===== src/hdl/rtsd_pkg.sv =====
// Package for the rotating text slot display: sizes, codes, payload types.
// No dependencies; used by the interfaces, the top level and the checker.
`default_nettype none

package rtsd_pkg;

  localparam int MAX_WIDTH   = 32;
  localparam int MAX_SLOTS   = 8;
  localparam int STORE_BYTES = (MAX_WIDTH + 1) * MAX_SLOTS;
  localparam int ADDR_W      = $clog2(STORE_BYTES + 1);

  localparam logic [16:0] ELAPSED_MAX = 17'h1FFFF;
  localparam logic [7:0]  PAD_CHAR    = 8'h20;

  localparam logic [5:0]  SLOT_WIDTH_RST = 6'd16;
  localparam logic [3:0]  SLOT_COUNT_RST = 4'd4;
  localparam logic [15:0] ITEM_DELAY_RST = 16'd1500;

  localparam int CFG_IDX_W  = 2;
  localparam int CFG_DATA_W = 16;

  typedef enum logic [2:0] {
    CMD_TICK   = 3'd0,
    CMD_SELECT = 3'd1,
    CMD_WRITE  = 3'd2,
    CMD_CLEAR  = 3'd3,
    CMD_RENDER = 3'd4
  } cmd_e;

  typedef enum logic [CFG_IDX_W-1:0] {
    CFG_SLOT_WIDTH = 2'd0,
    CFG_SLOT_COUNT = 2'd1,
    CFG_ITEM_DELAY = 2'd2
  } cfg_idx_e;

  typedef enum logic [1:0] {
    S_CLEAR,
    S_IDLE,
    S_TERM,
    S_RENDER
  } state_e;

  typedef struct packed {
    logic [2:0] cmd;
    logic [7:0] slot_index;
    logic [7:0] char_code;
  } in_item_t;

  typedef struct packed {
    logic [7:0] out_char;
    logic       last_of_run;
  } out_item_t;

endpackage

`default_nettype wire


===== src/hdl/rtsd_if.sv =====
// Handshake interfaces for the rotating text slot display channels.
// Depends on rtsd_pkg for the payload types and configuration sizes.
`default_nettype none

interface rtsd_in_if
  import rtsd_pkg::*;
();
  logic     valid;
  logic     ready;
  in_item_t data;

  modport source (output valid, output data, input ready);
  modport sink   (input valid, input data, output ready);
endinterface

interface rtsd_out_if
  import rtsd_pkg::*;
();
  logic      valid;
  logic      ready;
  out_item_t data;

  modport source (output valid, output data, input ready);
  modport sink   (input valid, input data, output ready);
endinterface

interface rtsd_cfg_if
  import rtsd_pkg::*;
();
  logic                  valid;
  logic                  ready;
  logic [CFG_IDX_W-1:0]  index;
  logic [CFG_DATA_W-1:0] data;

  modport source (output valid, output index, output data, input ready);
  modport sink   (input valid, input index, input data, output ready);
endinterface

`default_nettype wire


===== src/hdl/rotating_text_slot_display.sv =====
// Rotating text slot display: tick, select, write, clear and render commands in,
// one word is taken per cycle while idle; a write that leaves room adds a terminator write.
// Render: the command is taken, then the clamped slot width in characters at one per
// cycle, unless the output stalls, from the store's single read port; each shows in
// the cycle after its read. Reset: a clearing pass zeroes all 264 store bytes; input
// not ready meanwhile, configuration writes taken throughout. Depends on rtsd_pkg and rtsd_if.
`default_nettype none

module rotating_text_slot_display
  import rtsd_pkg::*;
(
  input  wire logic   clk_i,
  input  wire logic   rst_ni,
  rtsd_cfg_if.sink    cfg_i,
  rtsd_in_if.sink     in_i,
  rtsd_out_if.source  out_o
);

  // Configuration registers
  logic [5:0]  slot_width_q;
  logic [3:0]  slot_count_q;
  logic [15:0] item_delay_q;

  // Control state
  state_e            state_q, state_d;
  logic [ADDR_W-1:0] clr_q, clr_d;
  logic [ADDR_W-1:0] wp_q, wp_d;
  logic [2:0]        shown_q, shown_d;
  logic [16:0]       elapsed_q, elapsed_d;
  logic [4:0]        rd_idx_q, rd_idx_d;
  logic [ADDR_W-1:0] base_q, base_d;

  // Read pipeline
  logic       rd_valid_q;
  logic       rd_first_q;
  logic       rd_last_q;
  logic       ended_q;
  logic [7:0] rdata_q;

  // Store
  logic [7:0]        mem [STORE_BYTES];
  logic              mem_we;
  logic [ADDR_W-1:0] mem_waddr;
  logic [7:0]        mem_wdata;
  logic              mem_re;
  logic [ADDR_W-1:0] mem_raddr;

  logic [5:0]        w_eff;
  logic [3:0]        n_eff;
  logic [5:0]        stride;
  logic [ADDR_W-1:0] store_end;
  logic [ADDR_W-1:0] sel_pos;
  logic [ADDR_W-1:0] base_now;
  logic [ADDR_W-1:0] wp_inc;
  logic [3:0]        shown_inc;
  logic              in_fire;
  logic              issue;
  logic              rd_last;
  logic              ended_now;

  // Clamp configuration to the supported range
  always_comb begin
    if (slot_width_q == 6'd0) begin
      w_eff = 6'd1;
    end else if (slot_width_q > 6'(MAX_WIDTH)) begin
      w_eff = 6'(MAX_WIDTH);
    end else begin
      w_eff = slot_width_q;
    end
    if (slot_count_q == 4'd0) begin
      n_eff = 4'd1;
    end else if (slot_count_q > 4'(MAX_SLOTS)) begin
      n_eff = 4'(MAX_SLOTS);
    end else begin
      n_eff = slot_count_q;
    end
  end

  assign stride    = w_eff + 6'd1;
  assign store_end = ADDR_W'(stride * n_eff);
  assign sel_pos   = ADDR_W'(in_i.data.slot_index[2:0] * stride);
  assign base_now  = ADDR_W'(shown_q * stride);
  assign wp_inc    = wp_q + ADDR_W'(1);
  assign shown_inc = {1'b0, shown_q} + 4'd1;

  assign in_i.ready  = (state_q == S_IDLE);
  assign in_fire     = in_i.valid && in_i.ready;
  assign issue       = !rd_valid_q || out_o.ready;
  assign rd_last     = (rd_idx_q == 5'(w_eff - 6'd1));
  assign mem_raddr   = base_q + ADDR_W'(rd_idx_q);

  // Configuration port: always ready
  assign cfg_i.ready = 1'b1;

  always_ff @(posedge clk_i or negedge rst_ni) begin
    if (!rst_ni) begin
      slot_width_q <= SLOT_WIDTH_RST;
      slot_count_q <= SLOT_COUNT_RST;
      item_delay_q <= ITEM_DELAY_RST;
    end else if (cfg_i.valid) begin
      unique case (cfg_idx_e'(cfg_i.index))
        CFG_SLOT_WIDTH: slot_width_q <= cfg_i.data[5:0];
        CFG_SLOT_COUNT: slot_count_q <= cfg_i.data[3:0];
        CFG_ITEM_DELAY: item_delay_q <= cfg_i.data;
        default: ;
      endcase
    end
  end

  // Next state, store accesses and command effects
  always_comb begin
    state_d   = state_q;
    clr_d     = clr_q;
    wp_d      = wp_q;
    shown_d   = shown_q;
    elapsed_d = elapsed_q;
    rd_idx_d  = rd_idx_q;
    base_d    = base_q;
    mem_we    = 1'b0;
    mem_waddr = wp_q;
    mem_wdata = 8'd0;
    mem_re    = 1'b0;

    unique case (state_q)
      S_CLEAR: begin
        mem_we    = 1'b1;
        mem_waddr = clr_q;
        if (clr_q == ADDR_W'(STORE_BYTES - 1)) begin
          state_d = S_IDLE;
        end else begin
          clr_d = clr_q + ADDR_W'(1);
        end
      end
      S_IDLE: begin
        if (in_fire) begin
          case (cmd_e'(in_i.data.cmd))
            CMD_TICK: begin
              if (elapsed_q != ELAPSED_MAX) begin
                elapsed_d = elapsed_q + 17'd1;
              end
            end
            CMD_SELECT: begin
              if (in_i.data.slot_index < {4'd0, n_eff}) begin
                wp_d = sel_pos;
              end
            end
            CMD_WRITE: begin
              if (wp_q < store_end && wp_q < ADDR_W'(STORE_BYTES)) begin
                mem_we    = 1'b1;
                mem_waddr = wp_q;
                mem_wdata = in_i.data.char_code;
                wp_d      = wp_inc;
                if (wp_inc < store_end && wp_inc < ADDR_W'(STORE_BYTES)) begin
                  state_d = S_TERM;
                end
              end
            end
            CMD_CLEAR: begin
              wp_d      = '0;
              mem_we    = 1'b1;
              mem_waddr = '0;
            end
            CMD_RENDER: begin
              rd_idx_d = 5'd0;
              base_d   = base_now;
              state_d  = S_RENDER;
            end
            default: ;
          endcase
        end
      end
      S_TERM: begin
        // terminate the text after the character just stored
        mem_we    = 1'b1;
        mem_waddr = wp_q;
        state_d   = S_IDLE;
      end
      S_RENDER: begin
        if (issue) begin
          mem_re   = 1'b1;
          rd_idx_d = rd_idx_q + 5'd1;
          if (rd_last) begin
            state_d = S_IDLE;
            if ({1'b0, item_delay_q} < elapsed_q) begin
              shown_d   = (shown_inc >= n_eff) ? 3'd0 : shown_inc[2:0];
              elapsed_d = 17'd0;
            end
          end
        end
      end
      default: state_d = S_CLEAR;
    endcase
  end

  always_ff @(posedge clk_i or negedge rst_ni) begin
    if (!rst_ni) begin
      state_q   <= S_CLEAR;
      clr_q     <= '0;
      wp_q      <= '0;
      shown_q   <= 3'd0;
      elapsed_q <= 17'd0;
      rd_idx_q  <= 5'd0;
      base_q    <= '0;
    end else begin
      state_q   <= state_d;
      clr_q     <= clr_d;
      wp_q      <= wp_d;
      shown_q   <= shown_d;
      elapsed_q <= elapsed_d;
      rd_idx_q  <= rd_idx_d;
      base_q    <= base_d;
    end
  end

  // Store: one write port, one registered read port
  always_ff @(posedge clk_i) begin
    if (mem_we) begin
      mem[mem_waddr] <= mem_wdata;
    end
    if (mem_re) begin
      rdata_q <= mem[mem_raddr];
    end
  end

  // Hold the read word until taken; track its place in the run
  always_ff @(posedge clk_i or negedge rst_ni) begin
    if (!rst_ni) begin
      rd_valid_q <= 1'b0;
    end else if (mem_re) begin
      rd_valid_q <= 1'b1;
    end else if (out_o.ready) begin
      rd_valid_q <= 1'b0;
    end
  end

  always_ff @(posedge clk_i) begin
    if (mem_re) begin
      rd_first_q <= (rd_idx_q == 5'd0);
      rd_last_q  <= rd_last;
    end
    if (rd_valid_q && out_o.ready) begin
      ended_q <= ended_now;
    end
  end

  // Pad with spaces from the terminator onwards
  assign ended_now = (!rd_first_q && ended_q) || (rdata_q == 8'd0);

  assign out_o.valid            = rd_valid_q;
  assign out_o.data.out_char    = ended_now ? PAD_CHAR : rdata_q;
  assign out_o.data.last_of_run = rd_last_q;

endmodule

`default_nettype wire


===== src/flat_wrapper.sv =====
// flat-port wrapper written by rule: the top's interface ports become plain ports
module rotating_text_slot_display_flat import rtsd_pkg::*;
  (clk_i, rst_ni, cfg_i_valid, cfg_i_index, cfg_i_data, cfg_i_ready, in_i_valid, in_i_data, in_i_ready, out_o_valid, out_o_data, out_o_ready);
  rtsd_cfg_if cfg_i_i ();
  rtsd_in_if in_i_i ();
  rtsd_out_if out_o_i ();
  input  wire logic clk_i;
  input  wire logic rst_ni;
  input wire logic [$bits(cfg_i_i.valid)-1:0] cfg_i_valid;
  input wire logic [$bits(cfg_i_i.index)-1:0] cfg_i_index;
  input wire logic [$bits(cfg_i_i.data)-1:0] cfg_i_data;
  output wire logic [$bits(cfg_i_i.ready)-1:0] cfg_i_ready;
  input wire logic [$bits(in_i_i.valid)-1:0] in_i_valid;
  input wire logic [$bits(in_i_i.data)-1:0] in_i_data;
  output wire logic [$bits(in_i_i.ready)-1:0] in_i_ready;
  output wire logic [$bits(out_o_i.valid)-1:0] out_o_valid;
  output wire logic [$bits(out_o_i.data)-1:0] out_o_data;
  input wire logic [$bits(out_o_i.ready)-1:0] out_o_ready;
  assign cfg_i_i.valid = cfg_i_valid;
  assign cfg_i_i.index = cfg_i_index;
  assign cfg_i_i.data = cfg_i_data;
  assign cfg_i_ready = cfg_i_i.ready;
  assign in_i_i.valid = in_i_valid;
  assign in_i_i.data = in_i_data;
  assign in_i_ready = in_i_i.ready;
  assign out_o_valid = out_o_i.valid;
  assign out_o_data = out_o_i.data;
  assign out_o_i.ready = out_o_ready;
  rotating_text_slot_display u_core (.clk_i(clk_i), .rst_ni(rst_ni), .cfg_i(cfg_i_i), .in_i(in_i_i), .out_o(out_o_i));
endmodule

===== config.mk =====
export PLATFORM = sky130hd
export DESIGN_NAME = rotating_text_slot_display_flat
export DESIGN_NICKNAME = d
export VERILOG_FILES = /design/src/hdl/rtsd_pkg.sv /design/src/hdl/rtsd_if.sv /design/src/hdl/rotating_text_slot_display.sv /design/src/flat_wrapper.sv
export SDC_FILE = /design/constraint.sdc
export NUM_CORES = 2
export LEC_CHECK = 0
export BUFFER_PORTS_ARGS = -buffer_cell sky130_fd_sc_hd__buf_4
export CAP_MARGIN = 30
export CORE_UTILIZATION = 30
export CTS_BUF_LIST = sky130_fd_sc_hd__clkbuf_8
export DETAILED_ROUTE_END_ITERATION = 6
export GPL_TIMING_DRIVEN = 0
export HOLD_SLACK_MARGIN = 0.03
export PLACE_DENSITY = 0.51
export SYNTH_ARGS = -nofsm -noshare
export SYNTH_HDL_FRONTEND = slang
export SYNTH_SLANG_ARGS = --single-unit
export TNS_END_PERCENT = 10

===== constraint.sdc =====
create_clock -name clk_i -period 24.9 [get_ports clk_i]
set_input_delay 0 -clock clk_i [delete_from_list [all_inputs] [get_ports clk_i]]
set_output_delay 0 -clock clk_i [all_outputs]
set_load 0.05 [all_outputs]

# Word-level counts from Yosys, hierarchy flattened
# Memory sizes are Yosys's and may differ from the RTL's. A register that Yosys moved wholly into a read port is not among the register bits.
# Index checks and enable logic that the tools add are counted.
[word_totals]
n_memories = 1
wordCells = 136
input_bits = 42
output_inout_bits = 12
regBits = 84
ram_bits = 2112
[classes]
bitwise = 1
n_mul = 3
n_reduce_logical = 30
n_mux = 45
n_lt_le_gt_ge = 9
n_addsub = 8
n_eq_ne = 25
[memory_table]
columns = ["memory", "depth", "word_bits", "read_ports", "rd_ports_with_merged_regs", "write_ports", "line", "source"]
rows = [
  ["u_core.mem", 264, 8, 1, 1, 1, "rotating_text_slot_display.sv:41", "logic [7:0] mem [STORE_BYTES];"],
]
[ops]
columns = ["operator", "n"]
rows = [
  ["2-to-1 mux 17 bit", 6],
  ["2-to-1 mux 8 bit", 5],
  ["2-to-1 mux 9 bit", 4],
  ["one-hot mux 17 bit (2 select lines)", 1],
  ["one-hot mux 9 bit (3 select lines)", 1],
  ["adder 9 x 1 -> 9 bit (second input constant)", 2],
  ["less-than comparator 9 bit", 2],
  ["less-than comparator 9 bit (second input constant)", 2],
  ["multiplier 3 x 6 -> 9 bit", 2],
  ["one-hot mux 9 bit (2 select lines)", 1],
  ["adder 17 x 1 -> 17 bit (second input constant)", 1],
  ["less-than comparator 16 x 17 -> 1 bit", 1],
  ["!= test 17 bit (second input constant)", 1],
  ["2-to-1 mux 5 bit", 3],
  ["AND reduction 7 bit", 2],
  ["2-to-1 mux 2 bit", 6],
  ["2-to-1 mux 6 bit", 2],
  ["!= test 2 x 1 -> 1 bit (second input constant)", 6],
  ["one-hot mux 5 bit (2 select lines)", 1],
  ["adder 9 x 5 -> 9 bit", 1],
  ["equality test 9 bit (second input constant)", 1],
  ["multiplier 6 x 4 -> 9 bit", 1],
  ["!= test 3 bit (second input constant)", 3],
  ["logical NOT 8 bit", 1],
  ["other kinds (37)", 65],
]

# Logic depth before layout (Yosys ltp)
[depth]
depth_word = 13
mapped_depth = 29
ltp_nobuf = 26

# Least setup slack after synthesis
# No wires, ideal clock.
[synth_timing]
path_type = "register to register"
startpoint = "register u_core.slot_width_q[4]"
endpoint = "memory u_core.mem[0][0], data pin"
setup_ps = 887
path_buffers = 1
period_less_slack_ps = 9823
stages_incl_launch_ff = 21
required_time_ps = 24013
arrival_time_ps = 8935
path_slack_ps = 15077
cell_sequence = "dfstp_2 -> buf_2 -> nor4_1 -> o21ai_0 -> inv_1 -> ha_1 -> xnor2_1 -> nand3_1 -> fa_1 -> inv_1 -> fa_1 -> fa_1 -> xnor2_1 -> ha_1 -> and3_1 -> a221o_1 -> a21o_1 -> a211o_1 -> maj3_2 -> a21oi_1 -> and2_1"
[synth_via]
elab_chain_cells = 11
elab_cells_between_ends = 12
classes_between = "add/sub (1); mul (1); order compare (2); mux (6); reduce/logical (2)"
[synth_lines]
columns = ["item", "line", "source"]
rows = [
  ["from (decl)", "rotating_text_slot_display.sv:20", "logic [5:0] slot_width_q;"],
  ["from (signal assigned)", "rotating_text_slot_display.sv:102", "CFG_SLOT_WIDTH: slot_width_q <= cfg_i.data[5:0];"],
  ["> comparator 6 bit", "rotating_text_slot_display.sv:65", "end else if (slot_width_q > 6'(MAX_WIDTH)) begin"],
  ["2-to-1 mux 6 bit", "rotating_text_slot_display.sv:65", ""],
  ["2-to-1 mux 6 bit *", "rotating_text_slot_display.sv:63", "if (slot_width_q == 6'd0) begin"],
  ["adder 6 x 1 -> 6 bit *", "rotating_text_slot_display.sv:79", "assign stride = w_eff + 6'd1;"],
  ["multiplier 6 x 4 -> 9 bit *", "rotating_text_slot_display.sv:80", "assign store_end = ADDR_W'(stride * n_eff);"],
  ["less-than comparator 9 bit *", "rotating_text_slot_display.sv:148", "if (wp_q < store_end && wp_q < ADDR_W'(STORE_BYTES)) begin"],
  ["logical AND 1 bit *", "rotating_text_slot_display.sv:148", ""],
  ["2-to-1 mux 8 bit *", "rotating_text_slot_display.sv:148", ""],
  ["2-to-1 mux 8 bit *", "rotating_text_slot_display.sv:136", "case (cmd_e'(in_i.data.cmd))"],
  ["2-to-1 mux 8 bit *", "rotating_text_slot_display.sv:135", "if (in_fire) begin"],
  ["2-to-1 mux 8 bit *", "rotating_text_slot_display.sv:124", "unique case (state_q)"],
  ["net u_core.mem_wdata[0]", "rotating_text_slot_display.sv:44", "logic [7:0] mem_wdata;"],
  ["to (decl)", "rotating_text_slot_display.sv:41", ""],
]
# The timed path passes the listed nets; every way through them passes the cells marked *.

# Final worst setup path
[layout_timing]
startpoint = "register u_core.slot_width_q[4]"
endpoint = "memory u_core.mem[13][1], data pin"
# Same word-level chain as after synthesis.

==> metrics.cfg <==
[status]
outcome=complete, no violations

[worst_setup_path]
rrSetupSlack_ns=15.63
max_stage_delay_ns=0.81
path_cells=buf_2, nor4_1, o21ai_0, inv_1, ha_1, xnor2_1, nand3_1, fa_1, inv_1, fa_1, fa_1, xnor2_1, ha_1, and3_1, a221o_1, a21o_1, a211o_1, maj3_2, a21oi_1, and2_4, buf_16, buf_16, buf_16
setup.worst_path.class=reg2reg
start_kind=register
crit_slowest_cell=xnor2_1
cp-end-kind=register
required_ns=25.66
worstPathArrival_ns=10.03
cp_max_fo=80

[floorplanning]
start_util=0.302
die_h_um=549
io_pins=54
dieArea_um2=302000
dieWidth_um=549
core.rowCount=200
core_area_um2=298000

[sta]
min_period_ns=9.27
fin_tns_setup_ns=0
worst_pin_slew_ns=1.08
hold_viol_final=0
grt_setup_unrepaired=no
finClkSkew_ns=0.118
maxSlewHeadroom=0.280
finalCritPeriodShare=0.372
setup_slack_ns=15.63
setup_violations=0
report.final.slew_viol_count=0
max_freq_mhz=108

[synth]
synth_top_family_by_area=multiplexers
ys_async_sr_fraction=0.0368
synth.yosys.seq_area_share=0.732
synth_compound_area_frac=0.0240
post_synth_and_or_nand_nor_area_fraction=0.0445
synthesis.area_um2=89900
yosys_most_used_dff=edfxtp_1
syn-num-nets=4672
synth_warnings=0
ys_types=92
synthCells=4533
synthMuxAreaShare=0.161
synthAdderAreaFrac=0.0152
synth_edf_count=2123
ys_seq_elements=2204
avgSynthCellArea_um2=19.8
synth_xor_area_frac=0.00575

[clock_tree]
clkLatencyLatePin_ns=1.05
tritoncts=yes
clkSlewWorstSetupHoldPaths_ns=0.06
clockBufferDepth=4
cts-root-buf=clkbuf_8
clkSinkCount=2204
cts_made_buffers=375
htree_levels=5

[grt]
grt_pass1_vias=50400
antenna_found_initial=9
grt_overflow_total=0
grt_first_pass_wirelength_um=394000
grt_usage=0.185
grt_max_degree=101

[drt]
vias=49800
drc=0
drt-initial-drc-count=5633
wirelength_um=282000
viasPerCell=5.24
wl_per_cell_um=29.7
antenna_left=0
firstDrtPassIters=6

[place]
hpwl_um=195000
port_buffers=50
globalplace.congestion=0.942
post-place-ws_ns=15.60

[run]
maxCapViolations=0

[finish]
fin_nets=5405
fillers=27500
area_growth_pct=18.1
layout-drive-gt1-share=0.314
regArea_um2=65800
multi_input_area_um2=23300

[power_and_ir_drop]
p_per_area_nw_per_um2=112
cellLeakagePower_nw=35.4
irDropWorstVdd_mv=0.0737

[min_path]
hp-class=in2reg

==> area by class of cell <==
| class | count | area share |
|---|---|---|
| clock buffers | 382 | 0.0495 |
| clock inverters | 284 | 0.0144 |
| repair buffers | 356 | 0.0351 |
| diodes | 8 | 0.000189 |
| inverters | 73 | 0.00258 |
| flip-flops and latches | 2204 | 0.619 |
| multi-input cells | 1976 | 0.220 |
| plain buffers | 280 | 0.0125 |
| well taps | 3939 | 0.0464 |
==> per-layer routing <==
layer,routed length (um),part of all wire,track usage
met3,23300,0.082,0.0385
met1,115000,0.41,0.248
met5,19,0.000067,0
met2,133000,0.47,0.296
met4,11400,0.040,0.0725
==> registers in the layout, summed over array words and instances, names as in the netlist <==
| signal | flops |
|---|---|
| u_core.slot_width_q | 6 |
| u_core.item_delay_q | 16 |
| u_core.slot_count_q | 4 |
| u_core.rd_idx_q | 5 |
| u_core.rd_first_q | 1 |
| u_core.rd_last_q | 1 |
| u_core.ended_q | 1 |
| u_core.clr_q | 9 |
| u_core.mem | 2112 |
| u_core.out_o.valid | 1 |
| u_core.wp_q | 9 |
| u_core.state_q | 2 |
| u_core.base_q | 9 |
| u_core.rdata_q | 8 |
| u_core.shown_q | 3 |
| u_core.elapsed_q | 17 |
==> path summary, 6_finish.rpt <==
| check | end | cells after the start | startpoint |
|---|---|---|---|
| setup / recovery | u_core.mem[13][1] | 23 | u_core.slot_width_q[4] |
| hold / removal | u_core.slot_count_q[3] | 4 | cfg_i_index[1] |
| setup reg to reg | u_core.mem[13][1] | 23 | u_core.slot_width_q[4] |
| hold reg to reg | u_core.base_q[0] | 2 | u_core.base_q[0] |
| max in group asynchronous | u_core.item_delay_q[10] | 6 | rst_ni |
| min in group asynchronous | u_core.wp_q[1] | 5 | rst_ni |
==> synth_stat cells, types with 72 or more instances <==
library cell | number | share of area
o21ai_0 | 88 | 0.0049
edfxtp_1 | 2123 | 0.71
mux4_2 | 598 | 0.15
buf_2 | 76 | 0.0042
inv_1 | 72 | 0.0030
nand2_1 | 186 | 0.0078
dfrtp_1 | 72 | 0.020
clkbuf_1 | 155 | 0.0065
nor2_1 | 82 | 0.0034
ha_1 | 78 | 0.011
nand3_1 | 129 | 0.0072
nor3_1 | 277 | 0.015
==> cell usage in the layout, fill, tap and decap left out, drive strengths merged, types with 12 or more instances in the layout <==
cell | Yosys | final
xnor2 | 40 | 40
o21ai | 90 | 90
and3 | 12 | 12
nor2b | 19 | 19
a21oi | 61 | 61
buf | 124 | 409
o2111ai | 16 | 16
nor3 | 286 | 286
clkbuf | 156 | 538
inv | 72 | 193
a32o | 18 | 18
fa | 19 | 19
xor2 | 19 | 19
mux2 | 64 | 64
nand2 | 188 | 188
edfxtp | 2123 | 2123
nand2b | 13 | 13
ha | 78 | 78
dfrtp | 72 | 72
clkinv | 1 | 144
a21o | 20 | 20
a211oi | 12 | 12
mux2i | 31 | 31
nor2 | 84 | 84
nand3 | 132 | 132
o22ai | 16 | 16
and2 | 27 | 27
mux4 | 598 | 598
dlygate4sd3 | 0 | 71
==> timing repair <==
| item | 4_1_cts | 5_1_grt |
|---|---|---|
| hold endpoints to repair | 1520 | 0 |
| buffers inserted | 0 | 0 |
| gates resized for setup | 0 | 0 |
| hold buffers | 72 | 0 |
| endpoints found under the setup margin | 0 | 0 |
==> worst max-delay path: cells and delay by family, from the launching register on <==
kind | cells | cell delay, ns
xor gates and xnor gates | 2 | 1.12
buffers and inverters | 6 | 1.49
adders and majority gates | 6 | 2.48
DFF | 1 | 0.51
and+or+nand+nor | 4 | 1.17
AOI/OAI and AO/OA | 5 | 2.07
==> report_power, final <==
group | leakage, nW | switching (mW) | internal, mW
registers | 21.2 | 0.0495 | 4.11
logic | 10.3 | 2.94 | 1.73
clock network | 3.90 | 1.50 | 1.54
==> cell families (layout without fill, tap and decap cells) <==
logic type / Yosys count / after routing
buffers and inverters: 353 / 1375
XOR/XNOR: 59 / 59
AND/OR/NAND/NOR: 809 / 809
adder cells (fa/ha/maj): 98 / 98
AO/OA/AOI/OAI: 316 / 316
flip-flops: 2204 / 2204
multiplexers: 693 / 693
other: 1 / 9
==> through the flow <==
stage	utilization	power (mW)	area (um2)	cells	hold slack [ns]
after global placement	0.320	8.71	95200	8522	0.233
final	0.357	11.9	106000	9502	0.129
after floorplan	-	6.80	89900	4533	-0.296
after CTS	0.357	11.9	106000	9488	0.0457
after detailed placement	0.331	8.85	98600	8750	-0.0725
after global routing	0.357	12.2	106000	9499	0.125
Note: power is estimated with default switching activity, not from simulation.
